[config.mk]
export PLATFORM = sky130hd
export DESIGN_NAME = slotted_record_stream_parser_top
export DESIGN_NICKNAME = d
export VERILOG_FILES = /design/src/rtl/core/srsp_pkg.sv /design/src/rtl/core/srsp_front.sv /design/src/rtl/core/srsp_queue.sv /design/src/rtl/core/slotted_record_stream_parser_top.sv
export SDC_FILE = /design/constraint.sdc
export NUM_CORES = 1
export LEC_CHECK = 0
export BUFFER_PORTS_ARGS = -buffer_cell sky130_fd_sc_hd__buf_4
export CAP_MARGIN = 20
export CORE_ASPECT_RATIO = 1.75
export CORE_MARGIN = 4
export CORE_UTILIZATION = 60
export DETAILED_ROUTE_END_ITERATION = 7
export GPL_TIMING_DRIVEN = 0
export PLACE_DENSITY = 0.78
export RECOVER_POWER = 50
export SLEW_MARGIN = 40
export SYNTH_ARGS = -nofsm -noshare
export SYNTH_HDL_FRONTEND = slang
export SYNTH_SLANG_ARGS = --single-unit
[constraint.sdc]
create_clock -name clk_i -period 10 [get_ports clk_i]
set_input_delay 2 -clock clk_i [delete_from_list [all_inputs] [get_ports clk_i]]
set_output_delay 2 -clock clk_i [all_outputs]
set_load 0.005 [all_outputs]
[src/rtl/core/srsp_pkg.sv]
`default_nettype none
// ----------------------------------------------------------------------------
// srsp_pkg: shared types and constants of the slotted record stream parser
// Phase codes, event kinds and the word that travels from front to back.
// ----------------------------------------------------------------------------
package srsp_pkg;

  localparam int unsigned SlotSizeW   = 20;
  localparam int unsigned SlotSizeRst = 256;
  localparam int unsigned OffW        = 32;
  localparam int unsigned QueueDepth  = 4;
  localparam logic [31:0] MagicWord   = 32'h6C33336C;
  localparam logic [31:0] RecStart    = 32'd17;

  typedef enum logic [3:0] {
    EV_ITEM_START = 4'd0,
    EV_INT        = 4'd1,
    EV_STR_BYTE   = 4'd2,
    EV_STR_END    = 4'd3,
    EV_BLOB_START = 4'd4,
    EV_BLOB_BYTE  = 4'd5,
    EV_ITEM_END   = 4'd6,
    EV_BAD_MAGIC  = 4'd7,
    EV_UNKNOWN    = 4'd8,
    EV_OVERRUN    = 4'd9
  } ev_kind_e;

  typedef enum logic [13:0] {
    PH_MAGIC     = 14'b00000000000001,
    PH_LEN       = 14'b00000000000010,
    PH_SEQ       = 14'b00000000000100,
    PH_PAD       = 14'b00000000001000,
    PH_TYPE      = 14'b00000000010000,
    PH_CODE_INT  = 14'b00000000100000,
    PH_CODE_STR  = 14'b00000001000000,
    PH_CODE_BLOB = 14'b00000010000000,
    PH_INTVAL    = 14'b00000100000000,
    PH_STR       = 14'b00001000000000,
    PH_BLOBLEN   = 14'b00010000000000,
    PH_BLOBDATA  = 14'b00100000000000,
    PH_CLOSING   = 14'b01000000000000,
    PH_SKIP      = 14'b10000000000000
  } phase_e;

  typedef struct packed {
    ev_kind_e    kind;
    logic [31:0] code;
    logic [63:0] value;
    logic [7:0]  data;
  } event_t;

endpackage
`default_nettype wire

[src/rtl/core/srsp_front.sv]
`default_nettype none
// ----------------------------------------------------------------------------
// srsp_front: byte parser
// Tracks the slot phase of each accepted byte and classifies it into at most
// one event, which it drives combinationally on ev_o and ev_valid_o.
// ----------------------------------------------------------------------------
module srsp_front import srsp_pkg::*; #(
  parameter int unsigned SlotW = SlotSizeW
) (
  input  wire logic             clk_i,
  input  wire logic             rst_ni,
  input  wire logic [SlotW-1:0] slot_size_i,
  input  wire logic             byte_valid_i,
  input  wire logic [7:0]       byte_i,
  output event_t                ev_o,
  output logic                  ev_valid_o
);

  phase_e      phase_q, phase_d;
  logic [31:0] off_q, off_d;
  logic [31:0] shift_q, shift_d;
  logic [31:0] area_end_q, area_end_d;
  logic [63:0] acc_q, acc_d;
  logic [3:0]  grp_q, grp_d;
  logic [31:0] code_q, code_d;
  logic [31:0] rem_q, rem_d;

  logic [31:0] slot_end;
  logic [63:0] acc_fed;
  logic [3:0]  grp_fed;
  logic        vend;
  logic [31:0] hdr_word;
  phase_e      rec_done_ph;
  logic [31:0] rem_dec;

  assign slot_end = 32'(slot_size_i) + 32'd8;
  assign vend     = ~byte_i[7];
  assign rem_dec  = (rem_q != 32'd0) ? rem_q - 32'd1 : rem_q;
  assign rec_done_ph = ((off_q + 32'd1) >= area_end_q) ? PH_CLOSING : PH_TYPE;

  // One varint group per byte; the 7-bit groups land at a shift of 7*count.
  always_comb begin
    acc_fed = acc_q;
    grp_fed = grp_q;
    if (grp_q < 4'd10) begin
      acc_fed = acc_q | (64'(byte_i[6:0]) << (7 * grp_q));
      grp_fed = grp_q + 4'd1;
    end
  end

  always_comb begin
    hdr_word = shift_q;
    case (off_q[1:0])
      2'd0:    hdr_word = {24'd0, byte_i};
      2'd1:    hdr_word = {shift_q[31:16], byte_i, shift_q[7:0]};
      2'd2:    hdr_word = {shift_q[31:24], byte_i, shift_q[15:0]};
      default: hdr_word = {byte_i, shift_q[23:0]};
    endcase
  end

  always_comb begin
    phase_d    = phase_q;
    off_d      = off_q;
    shift_d    = shift_q;
    area_end_d = area_end_q;
    acc_d      = acc_q;
    grp_d      = grp_q;
    code_d     = code_q;
    rem_d      = rem_q;
    ev_valid_o = 1'b0;
    ev_o       = '{kind: EV_ITEM_START, code: 32'd0, value: 64'd0, data: 8'd0};
    if (byte_valid_i) begin
      off_d = off_q + 32'd1;
      if (phase_q != PH_MAGIC && off_q >= slot_end) begin
        if (phase_q == PH_CLOSING) begin
          ev_valid_o = 1'b1;
          ev_o.kind  = EV_ITEM_END;
        end else if (phase_q != PH_SKIP) begin
          ev_valid_o = 1'b1;
          ev_o.kind  = EV_OVERRUN;
        end
        phase_d = PH_MAGIC;
        shift_d = {24'd0, byte_i};
        off_d   = 32'd1;
      end else begin
        if (phase_q == PH_MAGIC || phase_q == PH_LEN || phase_q == PH_SEQ) begin
          shift_d = hdr_word;
        end
        case (phase_q)
          PH_MAGIC: begin
            if (off_q >= 32'd3) begin
              if (hdr_word == MagicWord) begin
                phase_d = PH_LEN;
              end else begin
                ev_valid_o = 1'b1;
                ev_o.kind  = EV_BAD_MAGIC;
                ev_o.value = 64'(hdr_word);
                off_d      = 32'd0;
              end
            end
          end
          PH_LEN: begin
            if (off_q >= 32'd7) begin
              area_end_d = hdr_word[31] ? 32'd0 : hdr_word + 32'd8;
              phase_d    = PH_SEQ;
            end
          end
          PH_SEQ: begin
            if (off_q >= 32'd11) begin
              ev_valid_o = 1'b1;
              ev_o.kind  = EV_ITEM_START;
              ev_o.value = 64'(hdr_word);
              phase_d    = PH_PAD;
            end
          end
          PH_PAD: begin
            if (off_q >= RecStart - 32'd1) begin
              phase_d = (RecStart >= area_end_q) ? PH_CLOSING : PH_TYPE;
            end
          end
          PH_TYPE: begin
            acc_d = 64'd0;
            grp_d = 4'd0;
            case (byte_i)
              8'd0:    phase_d = PH_CODE_INT;
              8'd3:    phase_d = PH_CODE_STR;
              8'd4:    phase_d = PH_CODE_BLOB;
              default: begin
                ev_valid_o = 1'b1;
                ev_o.kind  = EV_UNKNOWN;
                ev_o.data  = byte_i;
                phase_d    = PH_SKIP;
              end
            endcase
          end
          PH_CODE_INT, PH_CODE_STR, PH_CODE_BLOB: begin
            acc_d = acc_fed;
            grp_d = grp_fed;
            if (vend) begin
              code_d = acc_fed[31:0];
              acc_d  = 64'd0;
              grp_d  = 4'd0;
              if (phase_q == PH_CODE_INT) begin
                phase_d = PH_INTVAL;
              end else if (phase_q == PH_CODE_STR) begin
                phase_d = PH_STR;
              end else begin
                phase_d = PH_BLOBLEN;
              end
            end
          end
          PH_INTVAL: begin
            acc_d = acc_fed;
            grp_d = grp_fed;
            if (vend) begin
              ev_valid_o = 1'b1;
              ev_o.kind  = EV_INT;
              ev_o.code  = code_q;
              ev_o.value = acc_fed;
              acc_d      = 64'd0;
              grp_d      = 4'd0;
              phase_d    = rec_done_ph;
            end
          end
          PH_STR: begin
            ev_valid_o = 1'b1;
            ev_o.code  = code_q;
            if (byte_i != 8'd0) begin
              ev_o.kind = EV_STR_BYTE;
              ev_o.data = byte_i;
            end else begin
              ev_o.kind = EV_STR_END;
              phase_d   = rec_done_ph;
            end
          end
          PH_BLOBLEN: begin
            acc_d = acc_fed;
            grp_d = grp_fed;
            if (vend) begin
              ev_valid_o = 1'b1;
              ev_o.kind  = EV_BLOB_START;
              ev_o.code  = code_q;
              ev_o.value = acc_fed;
              rem_d      = (acc_fed[63:32] != 32'd0) ? 32'hFFFFFFFF : acc_fed[31:0];
              acc_d      = 64'd0;
              grp_d      = 4'd0;
              phase_d    = (acc_fed == 64'd0) ? rec_done_ph : PH_BLOBDATA;
            end
          end
          PH_BLOBDATA: begin
            ev_valid_o = 1'b1;
            ev_o.kind  = EV_BLOB_BYTE;
            ev_o.code  = code_q;
            ev_o.data  = byte_i;
            rem_d      = rem_dec;
            if (rem_dec == 32'd0) begin
              phase_d = rec_done_ph;
            end
          end
          PH_CLOSING: begin
            ev_valid_o = 1'b1;
            ev_o.kind  = EV_ITEM_END;
            phase_d    = PH_SKIP;
          end
          default: phase_d = PH_SKIP;
        endcase
      end
    end
  end

  always_ff @(posedge clk_i or negedge rst_ni) begin
    if (!rst_ni) begin
      phase_q    <= PH_MAGIC;
      off_q      <= '0;
      shift_q    <= '0;
      area_end_q <= '0;
      acc_q      <= '0;
      grp_q      <= '0;
      code_q     <= '0;
      rem_q      <= '0;
    end else begin
      phase_q    <= phase_d;
      off_q      <= off_d;
      shift_q    <= shift_d;
      area_end_q <= area_end_d;
      acc_q      <= acc_d;
      grp_q      <= grp_d;
      code_q     <= code_d;
      rem_q      <= rem_d;
    end
  end

  a_onehot: assert property (@(posedge clk_i) disable iff (!rst_ni) $onehot(phase_q))
    else $error("phase register lost its one-hot code");
  a_grp_sat: assert property (@(posedge clk_i) disable iff (!rst_ni) grp_q <= 4'd10)
    else $error("varint group count above ten");
  a_magic_off: assert property (@(posedge clk_i) disable iff (!rst_ni)
    (byte_valid_i && phase_q == PH_MAGIC && off_q >= 32'd3 && !ev_valid_o) |=>
      phase_q == PH_LEN)
    else $error("matched magic did not advance to length");

endmodule
`default_nettype wire

[src/rtl/core/srsp_queue.sv]
`default_nettype none
// ----------------------------------------------------------------------------
// srsp_queue: event queue
// Small FIFO between the parser and the output stage.
// ----------------------------------------------------------------------------
module srsp_queue import srsp_pkg::*; #(
  parameter int unsigned Depth = QueueDepth
) (
  input  wire logic   clk_i,
  input  wire logic   rst_ni,
  input  wire event_t push_data_i,
  input  wire logic   push_i,
  output logic        full_o,
  output logic        almost_full_o,
  output event_t      pop_data_o,
  output logic        empty_o,
  input  wire logic   pop_i
);

  localparam int unsigned AW = (Depth > 1) ? $clog2(Depth) : 1;

  event_t        mem_q [Depth];
  logic [AW-1:0] wr_q, rd_q;
  logic [AW:0]   cnt_q;

  assign full_o        = (cnt_q == (AW+1)'(Depth));
  assign almost_full_o = (cnt_q >= (AW+1)'(Depth - 1));
  assign empty_o       = (cnt_q == '0);
  assign pop_data_o    = mem_q[rd_q];

  always_ff @(posedge clk_i) begin
    if (push_i && !full_o) begin
      mem_q[wr_q] <= push_data_i;
    end
  end

  always_ff @(posedge clk_i or negedge rst_ni) begin
    if (!rst_ni) begin
      wr_q  <= '0;
      rd_q  <= '0;
      cnt_q <= '0;
    end else begin
      if (push_i && !full_o) begin
        wr_q <= (wr_q == AW'(Depth - 1)) ? '0 : wr_q + AW'(1);
      end
      if (pop_i && !empty_o) begin
        rd_q <= (rd_q == AW'(Depth - 1)) ? '0 : rd_q + AW'(1);
      end
      cnt_q <= cnt_q + (AW+1)'(push_i && !full_o) - (AW+1)'(pop_i && !empty_o);
    end
  end

  a_push_cnt: assert property (@(posedge clk_i) disable iff (!rst_ni)
    (push_i && !full_o && !pop_i) |=> cnt_q == $past(cnt_q) + (AW+1)'(1))
    else $error("queue count did not follow a push");

endmodule
`default_nettype wire

[src/rtl/core/slotted_record_stream_parser_top.sv]
`default_nettype none
// ----------------------------------------------------------------------------
// slotted_record_stream_parser_top: slotted record stream parser
// Splits a byte stream into slots and emits one typed event per byte at most.
// ----------------------------------------------------------------------------
// Usage:
//   The slave channel takes one byte per word. Each byte yields zero or one
//   event word on the master channel: item start, record fields, string and
//   blob bytes, item end, bad magic, unknown type or overrun.
//   slot_size is written through cfg_we_i / cfg_wdata_i; the user must write
//   it only while the block idles, and the block itself does not enforce it.
// Event path: an accepted byte's event goes to a staging register, then the
//   queue, then the output register, which reloads once empty or taken.
// Throughput: one byte per cycle while the master side takes its words; the
//   parser advances one byte per cycle and the four-entry queue absorbs
//   short stalls.
// Stall: when the queue cannot take both the staged event and one more,
//   s_axis_tready falls, so no event is ever dropped.
// Reset: rst_ni clears the parser to magic search, empties the queue and
//   sets slot_size to 256.
// ----------------------------------------------------------------------------
module slotted_record_stream_parser_top import srsp_pkg::*; #(
  parameter int unsigned SlotW = SlotSizeW,
  parameter int unsigned Depth = QueueDepth
) (
  input  wire logic             clk_i,
  input  wire logic             rst_ni,
  input  wire logic             cfg_we_i,
  input  wire logic [SlotW-1:0] cfg_wdata_i,
  input  wire logic             s_axis_tvalid,
  output logic                  s_axis_tready,
  input  wire logic [7:0]       s_axis_tdata,   // in_byte
  output logic                  m_axis_tvalid,
  input  wire logic             m_axis_tready,
  // event_kind[3:0], field_code[35:4], field_value[99:36], out_byte[107:100]
  output logic [111:0]          m_axis_tdata
);

  logic [SlotW-1:0] slot_size_q;
  event_t front_ev, q_out, out_q;
  logic   front_v, q_full, q_afull, q_empty, q_pop, out_v_q, fe_v_q, byte_acc;
  event_t fe_q;

  always_ff @(posedge clk_i or negedge rst_ni) begin
    if (!rst_ni) begin
      slot_size_q <= SlotW'(SlotSizeRst);
    end else if (cfg_we_i) begin
      slot_size_q <= cfg_wdata_i;
    end
  end

  // Accept only when the queue can take this byte's event and the one in
  // the staging register.
  assign s_axis_tready = !q_full && !(fe_v_q && q_afull);
  assign byte_acc      = s_axis_tvalid && s_axis_tready;

  srsp_front #(.SlotW(SlotW)) u_front (
    .clk_i, .rst_ni,
    .slot_size_i (slot_size_q),
    .byte_valid_i(byte_acc),
    .byte_i      (s_axis_tdata),
    .ev_o        (front_ev),
    .ev_valid_o  (front_v)
  );

  always_ff @(posedge clk_i) begin
    fe_q <= front_ev;
  end

  always_ff @(posedge clk_i or negedge rst_ni) begin
    if (!rst_ni) begin
      fe_v_q <= 1'b0;
    end else begin
      fe_v_q <= front_v;
    end
  end

  srsp_queue #(.Depth(Depth)) u_queue (
    .clk_i, .rst_ni,
    .push_data_i  (fe_q),
    .push_i       (fe_v_q),
    .full_o       (q_full),
    .almost_full_o(q_afull),
    .pop_data_o   (q_out),
    .empty_o      (q_empty),
    .pop_i        (q_pop)
  );

  assign q_pop = !q_empty && (!out_v_q || m_axis_tready);

  always_ff @(posedge clk_i) begin
    if (q_pop) begin
      out_q <= q_out;
    end
  end

  always_ff @(posedge clk_i or negedge rst_ni) begin
    if (!rst_ni) begin
      out_v_q <= 1'b0;
    end else if (q_pop) begin
      out_v_q <= 1'b1;
    end else if (m_axis_tready) begin
      out_v_q <= 1'b0;
    end
  end

  assign m_axis_tvalid = out_v_q;
  assign m_axis_tdata  = {4'd0, out_q.data, out_q.value, out_q.code, out_q.kind};

  a_no_drop: assert property (@(posedge clk_i) disable iff (!rst_ni)
    fe_v_q |-> !q_full)
    else $error("event pushed into a full queue");
  a_hold: assert property (@(posedge clk_i) disable iff (!rst_ni)
    (m_axis_tvalid && !m_axis_tready) |=> m_axis_tvalid)
    else $error("output word dropped under stall");

endmodule
`default_nettype wire

# After elaboration in Yosys (flattened, before gate mapping)
# Memory sizes are Yosys's and may differ from the RTL's. A register that Yosys moved wholly into a read port is not among the register bits.
# Cells that the tools add are included.
dict set report totals {
  in_bits 33
  mem_count 1
  regBits 379
  ram_bits 432
  out_inout_bits 114
}
dict set report classes {
  shifts 1
  reduce_logical 40
  eq_ne 35
  n_lt_le_gt_ge 9
  mul 1
  muxes 70
  bitwise_logic 4
  add_sub_neg 9
}
# name depth width rd rd_clocked_by_memory_dff wr line
set memory_table {}
lappend memory_table {u_queue.mem_q 4 108 1 1 1 srsp_queue.sv:22} ;# event_t mem_q [Depth];
# op count
set op_table {}
lappend op_table {{32-bit 2-to-1 mux} 12}
lappend op_table {{64-bit case mux with 4 select lines} 1}
lappend op_table {{64-bit 2-to-1 mux} 3}
lappend op_table {{32-bit case mux with 3 select lines} 2}
lappend op_table {{14-bit 2-to-1 mux} 13}
lappend op_table {{14-bit case mux with 10 select lines} 1}
lappend op_table {{64-bit case mux with 2 select lines} 1}
lappend op_table {{99-bit 2-to-1 mux} 1}
lappend op_table {{97-bit 2-to-1 mux} 1}
lappend op_table {{32-bit >= comparator} 2}
lappend op_table {{64-bit logical NOT} 1}
lappend op_table {{64-bit OR} 1}
lappend op_table {{32-bit case mux with 2 select lines} 1}
lappend op_table {{32-bit nonzero test} 2}
lappend op_table {{7-bit by 7-bit << shifter with 64-bit output} 1}
lappend op_table {{14-bit case mux with 3 select lines} 1}
lappend op_table {{32-bit by 1-bit adder with 32-bit output, second input constant} 1}
lappend op_table {{32-bit by 4-bit adder with 32-bit output, second input constant} 1}
lappend op_table {{32-bit by 31-bit == test with 1-bit output, second input constant} 1}
lappend op_table {{32-bit by 2-bit >= comparator with 1-bit output, second input constant} 1}
lappend op_table {{32-bit by 3-bit >= comparator with 1-bit output, second input constant} 1}
lappend op_table {{32-bit by 4-bit >= comparator with 1-bit output, second input constant} 1}
lappend op_table {{32-bit by 5-bit >= comparator with 1-bit output, second input constant} 1}
lappend op_table {{5-bit by 32-bit >= comparator with 1-bit output, first input constant} 1}
lappend op_table {{60 further kinds} 117}

# Depth between registers and ports, before layout
dict set report depth {
  ltp_word 9
  mapped_depth 20
}

# Cells and area by module
# A second synthesis with hierarchy kept.
dict set report unflattened {
  cells_unflattened 2885
  area_unflattened_um2 38760.9
}
# mod cells_per_inst area_each_um2 n_inst
set by_module_without_submodules {}
lappend by_module_without_submodules {srsp_front 2003 16333.2 1}
lappend by_module_without_submodules {srsp_queue 611 16085.4 1}
lappend by_module_without_submodules {slotted_record_stream_parser_top 271 6342.3 1}

# Least setup slack after synthesis
# Ideal clock, no wire load.
dict set report synth_timing {
  path_type {in2reg}
  from {in m_axis_tready}
  to {reg u_queue.cnt_q[2]}
  arrival_ns 8.986
  stages 8
  t_required_ns 9.877
  path_slack_ns 0.892
  cell_sequence {inv_1 a21oi_1 ha_1 inv_1 ha_1 inv_1 fa_1 xnor2_1}
}
dict set report synth_via {
  elab_chain_cells 4
}
# element line
set synth_lines {}
lappend synth_lines {{start, declared} slotted_record_stream_parser_top.sv:34} ;# input wire logic m_axis_tready,
lappend synth_lines {{1-bit logical OR} slotted_record_stream_parser_top.sv:89} ;# assign q_pop = !q_empty && (!out_v_q || m_axis_tready);
lappend synth_lines {{1-bit logical AND} slotted_record_stream_parser_top.sv:89}
lappend synth_lines {{via q_pop} slotted_record_stream_parser_top.sv:41} ;# logic front_v, q_full, q_afull, q_empty, q_pop, out_v_q, fe_v_q, byte_acc;
lappend synth_lines {{1-bit logical AND} srsp_queue.sv:49} ;# cnt_q <= cnt_q + (AW+1)'(push_i && !full_o) - (AW+1)'(pop_i && !empty_o);
lappend synth_lines {{3-bit by 1-bit subtractor with 3-bit output} srsp_queue.sv:49}
lappend synth_lines {{end signal, assigned} srsp_queue.sv:49}
lappend synth_lines {{end, declared} srsp_queue.sv:24} ;# logic [AW:0] cnt_q;
# The timed path passes the listed nets, and every way through them passes these cells.
# A chain may end at the register's enable or synchronous reset.

# Worst setup path in the final report
dict set report layout_timing {
  from {in s_axis_tdata[4]}
  to {reg u_front.off_q[22]}
}
dict set report layout_via {
  elab_chain_cells 6
}
# element line
set layout_lines {}
lappend layout_lines {{start, declared} slotted_record_stream_parser_top.sv:32} ;# input wire logic [7:0] s_axis_tdata,
lappend layout_lines {{32-bit case mux with 3 select lines} srsp_front.sv:53} ;# case (off_q[1:0])
lappend layout_lines {{32-bit by 31-bit == test with 1-bit output} srsp_front.sv:92} ;# if (hdr_word == MagicWord) begin
lappend layout_lines {{32-bit 2-to-1 mux} srsp_front.sv:92}
lappend layout_lines {{32-bit 2-to-1 mux} srsp_front.sv:91} ;# if (off_q >= 32'd3) begin
lappend layout_lines {{32-bit 2-to-1 mux} srsp_front.sv:89} ;# case (phase_q)
lappend layout_lines {{32-bit 2-to-1 mux} srsp_front.sv:74} ;# if (phase_q != PH_MAGIC && off_q >= slot_end) begin
lappend layout_lines {{end signal, assigned} srsp_front.sv:214} ;# off_q <= '0;
lappend layout_lines {{end signal, assigned} srsp_front.sv:223} ;# off_q <= off_d;
lappend layout_lines {{end, declared} srsp_front.sv:20} ;# logic [31:0] off_q, off_d;
# No other way between the ends.

==> key figures <==
Status
  – Run status: complete, but fails checks
  – Violations in the final reports: capacitance limit, slew limit

Worst hold path
  – Hold path endpoint: u_front.code_q[19]
  – Hold Startpoint: u_front.code_q[19]
  – WHS Path Cells: 2
  – Hold Path Class: flip-flop to flip-flop

Synth
  – Synth cell types: 78
  – Main combinational cell family by area after synthesis: simple AND/OR/NAND/NOR gates
  – Syn Std Cell Area: 38,300 um2
  – Post-synthesis mux area share: 0.0726
  – Synth warn: 0
  – Synth Instances: 2,900
  – Syn Area/Cell: 13.2 um2
  – Post-synthesis xor/xnor area fraction: 0.0183
  – Compound-Gate Fraction of Synth Area: 0.0953
  – Post-synth top area share: 0.423
  – EDFF count, synth: 540
  – Register area share after synthesis: 0.657
  – Post-synth top flop: edfxtp_1
  – Adder-Cell Fraction of Synth Area: 0.0237
  – Number of synthesized register bits: 919
  – Synth Area in Simple Gates: 0.109
  – Area contributors post-synth: edfxtp_1 42%, dfrtp_1 18%, mux4_2 6.3%
  – Post-synth ARST share: 0.295
  – Largest area contributor in the netlist: edfxtp_1

Pwr
  – PwrDens: 220 nW/um2
  – Leakage: 16.5 nW
  – Flop pwr share: 0.459
  – Sw power: 0.00262 W
  – Combinational Power Share: 0.211
  – Peak supply drop: 139 uV
  – Internal: 0.00700 W
  – Clock power share: 0.329
  – Sw frac: 0.272

Final layout
  – Final design utilization: 0.688
  – N_diodes: 0
  – Post-Layout Cell Count: 4,021
  – Final #Nets: 3,255
  – Share of cells above drive strength 1: 0.151
  – FILL cells: 4,337
  – Area grow syn2layout: 13.8%
  – Post-layout instance area: 43,600 um2

GRT
  – Total congestion overflow: 0
  – GR Util All Layers: 0.330
  – Initial antenna violation count: 1
  – Global-route wire length before repair: 167,000 um
  – Largest net degree at the start of global routing: 74
  – Vias in the first global route: 26,864

Worst setup path
  – Req. time, crit path: 10.58 ns
  – CP endpoint kind: flip-flop
  – R2R Path Start: u_front.off_q[1]
  – R2R depth: 13
  – Reg2reg end: u_front.off_q[22]
  – Worst setup SP type: input port
  – Crit path DAT: 6.90 ns
  – Reg2reg setup slack: 3.97 ns
  – Setup CP Type: input port to flip-flop
  – Crit Path Max Fanout: 10

Clocking
  – CTS clock-pin slew for the worst setup and hold paths: 0.07 ns
  – CTS Sinks: 919
  – Post-CTS Hold Fix Bufs: 0
  – # H-tree levels: 3
  – CTS root buffer: clkbuf_16
  – Clk buf depth: 3
  – Total CTS buffers: 78
  – Number of setup buffers added after CTS: 0
  – Clock Latency Late Sink: 0.65 ns
  – Post-CTS sizing: 0
  – CTS tree: built

STA
  – Final Hold Fails: 0
  – WHS: 0.476 ns
  – Crit share post-route: 0.632
  – Max-slew violations: 304
  – Clk_skew: 0.0283 ns
  – Rel. slew slack: -1.27
  – Worst Max-Slew Pin Slew: 3.41 ns
  – RSZ-0062 raised after global routing: no
  – Max Clock Freq: 0.158 GHz
  – Final-report setup violation count: 0
  – Min cycle time layout: 6.32 ns

Job
  – MaxCap Viol Count: 9

Routing
  – Mean routed wirelength per cell: 27.8 um
  – Routed wire length: 112,000 um
  – Met3 wire length: 5470 um
  – DR vias: 25,768
  – Drt drc: 0
  – Met1 Routed Length: 38,500 um
  – Drt initial violations: 2,097
  – First drt pass iteration count: 8
  – DRT antenna net count: 0
  – DR WL met2: 58,100 um
  – DR vias/cell: 6.41
  – DR top layer: met5

Floorplan
  – Die H: 342 um
  – Die X-Extent: 199 um
  – Die area: 68,100 um2
  – Core Area: 63,300 um2
  – I/O pin total: 147
  – Row count: 122
  – Initial core utilization: 0.605

Placed design
  – Dpl cells: 3,874
  – RePlAce Congestion: 1.00
  – Area after DPL: 41,000 um2
  – Final HPWL DP: 80,700 um
  – Port Buf Inserts: 138
## how the worst max path moves through the flow
stage / startpoint / end / slack [ns] / cells after the start
CTS: s_axis_tdata[4] / u_front.off_q[22] / 3.80 / 10
global placement: m_axis_tready / u_queue.cnt_q[1] / -1.82 / 9
global route: s_axis_tdata[4] / u_front.off_q[7] / 3.67 / 11
detailed placement: s_axis_tdata[4] / u_front.off_q[22] / 3.14 / 10
finish: s_axis_tdata[4] / u_front.off_q[22] / 3.68 / 10
floorplan: m_axis_tready / u_queue.cnt_q[2] / 0.89 / 8
## area by class of cell
| cell class | instances | area, um2 | area share |
|---|---|---|---|
| Clock inverter | 45 | 522 | 0.0120 |
| Inverter | 67 | 251 | 0.00577 |
| Timing Repair Buffer | 167 | 1420 | 0.0325 |
| Clock buffer | 100 | 2150 | 0.0492 |
| Sequential cell | 919 | 25200 | 0.577 |
| Tap cell | 806 | 1010 | 0.0231 |
| Multi-Input combinational cell | 1741 | 12400 | 0.284 |
| Buffer | 176 | 699 | 0.0160 |
## per-stage QoR
stage	TNS, ns	power (W)	worst slack, ns
floorplan	0	0.00569	0.892
global placement	-79.26	0.00648	-1.82
detailed placement	0	0.00654	3.14
CTS	0	0.00968	3.80
global route	0	0.00998	3.67
finish	0	0.00961	3.68
## critical path: stages
cell	delay [ns]
clkbuf_1	0.62
nand3b_1	0.24
a221o_1	0.38
nor4bb_1	0.82
nand4_1	0.33
o211ai_1	0.65
o21ai_1	0.38
nor2_1	0.66
clkbuf_1	0.56
a22o_1	0.23
## layer usage
metal  vias up  global-route usage
li1      11320                   -
met1     12871               0.366
met2      1136               0.582
met3       439              0.0441
met4         2               0.225
met5         -                   0
## Yosys cell counts, types with 20 or more instances
library cell,count
nand4_1,39
o21ai_0,155
a22o_1,54
nor3_1,41
mux4_2,108
nand3_1,52
and2_1,55
buf_1,20
or3_1,20
a21oi_1,205
xor2_1,28
dfxtp_1,108
clkbuf_1,147
ha_1,71
nand2_1,257
mux2_2,23
nor2b_1,23
xnor2_1,52
edfxtp_1,540
dfrtp_1,269
a31oi_1,22
inv_1,67
nor4_1,42
nor2_1,220
o31ai_1,39
## cells by family (layout without fill, tap and decap cells)
group / Yosys count / count (layout)
XOR/XNOR: 80 / 80
AND/OR/NAND/NOR: 855 / 855
AO/OA/AOI/OAI: 590 / 590
other: 1 / 4
multiplexers: 140 / 140
buffers and inverters: 243 / 555
adder cells (fa/ha/maj): 72 / 72
flip-flops: 919 / 919
## cells in the final DEF (no fill, tap or decap), drive strengths merged, types with 14 or more instances in the layout
master / instances
o31ai: 39
mux4: 108
dfrtp: 269
buf: 177
nand2: 257
a22oi: 14
mux2: 23
clkbuf: 266
ha: 71
nand3b: 19
clkinv: 31
xnor2: 52
inv: 69
o21ai: 159
nor2b: 23
or3: 20
or4: 18
xor2: 28
nor3: 42
and2: 55
nand4: 39
a31oi: 22
nor4: 42
a21oi: 205
a22o: 54
or2: 14
and3: 16
nand3: 52
edfxtp: 540
dfxtp: 108
nor2: 220
## state kept, by name, summed over array words and instances (netlist names), 3 cells and up
name / flops
fe_q: 108
u_front.off_q: 32
m_axis_tdata: 108
u_front.acc_q: 64
u_front.area_end_q: 32
u_queue.cnt_q: 3
u_front.rem_q: 32
u_front.grp_q: 4
slot_size_q: 20
u_front.shift_q: 32
u_queue.mem_q: 432
u_front.code_q: 32
u_front.phase_q: 14
## power groups by stage
| stage | combinational [W] | clock [W] | sequential (W) |
|---|---|---|---|
| 2_1_floorplan | 0.00117 | 0 | 0.00452 |
| 3_3_place_gp | 0.00196 | 0 | 0.00452 |
| 3_5_place_dp | 0.00204 | 0 | 0.00449 |
| 4_1_cts | 0.00206 | 0.00320 | 0.00442 |
| 5_1_grt | 0.00218 | 0.00336 | 0.00443 |
| 6_report | 0.00203 | 0.00316 | 0.00442 |
Note: power is estimated with default switching activity, not from simulation.
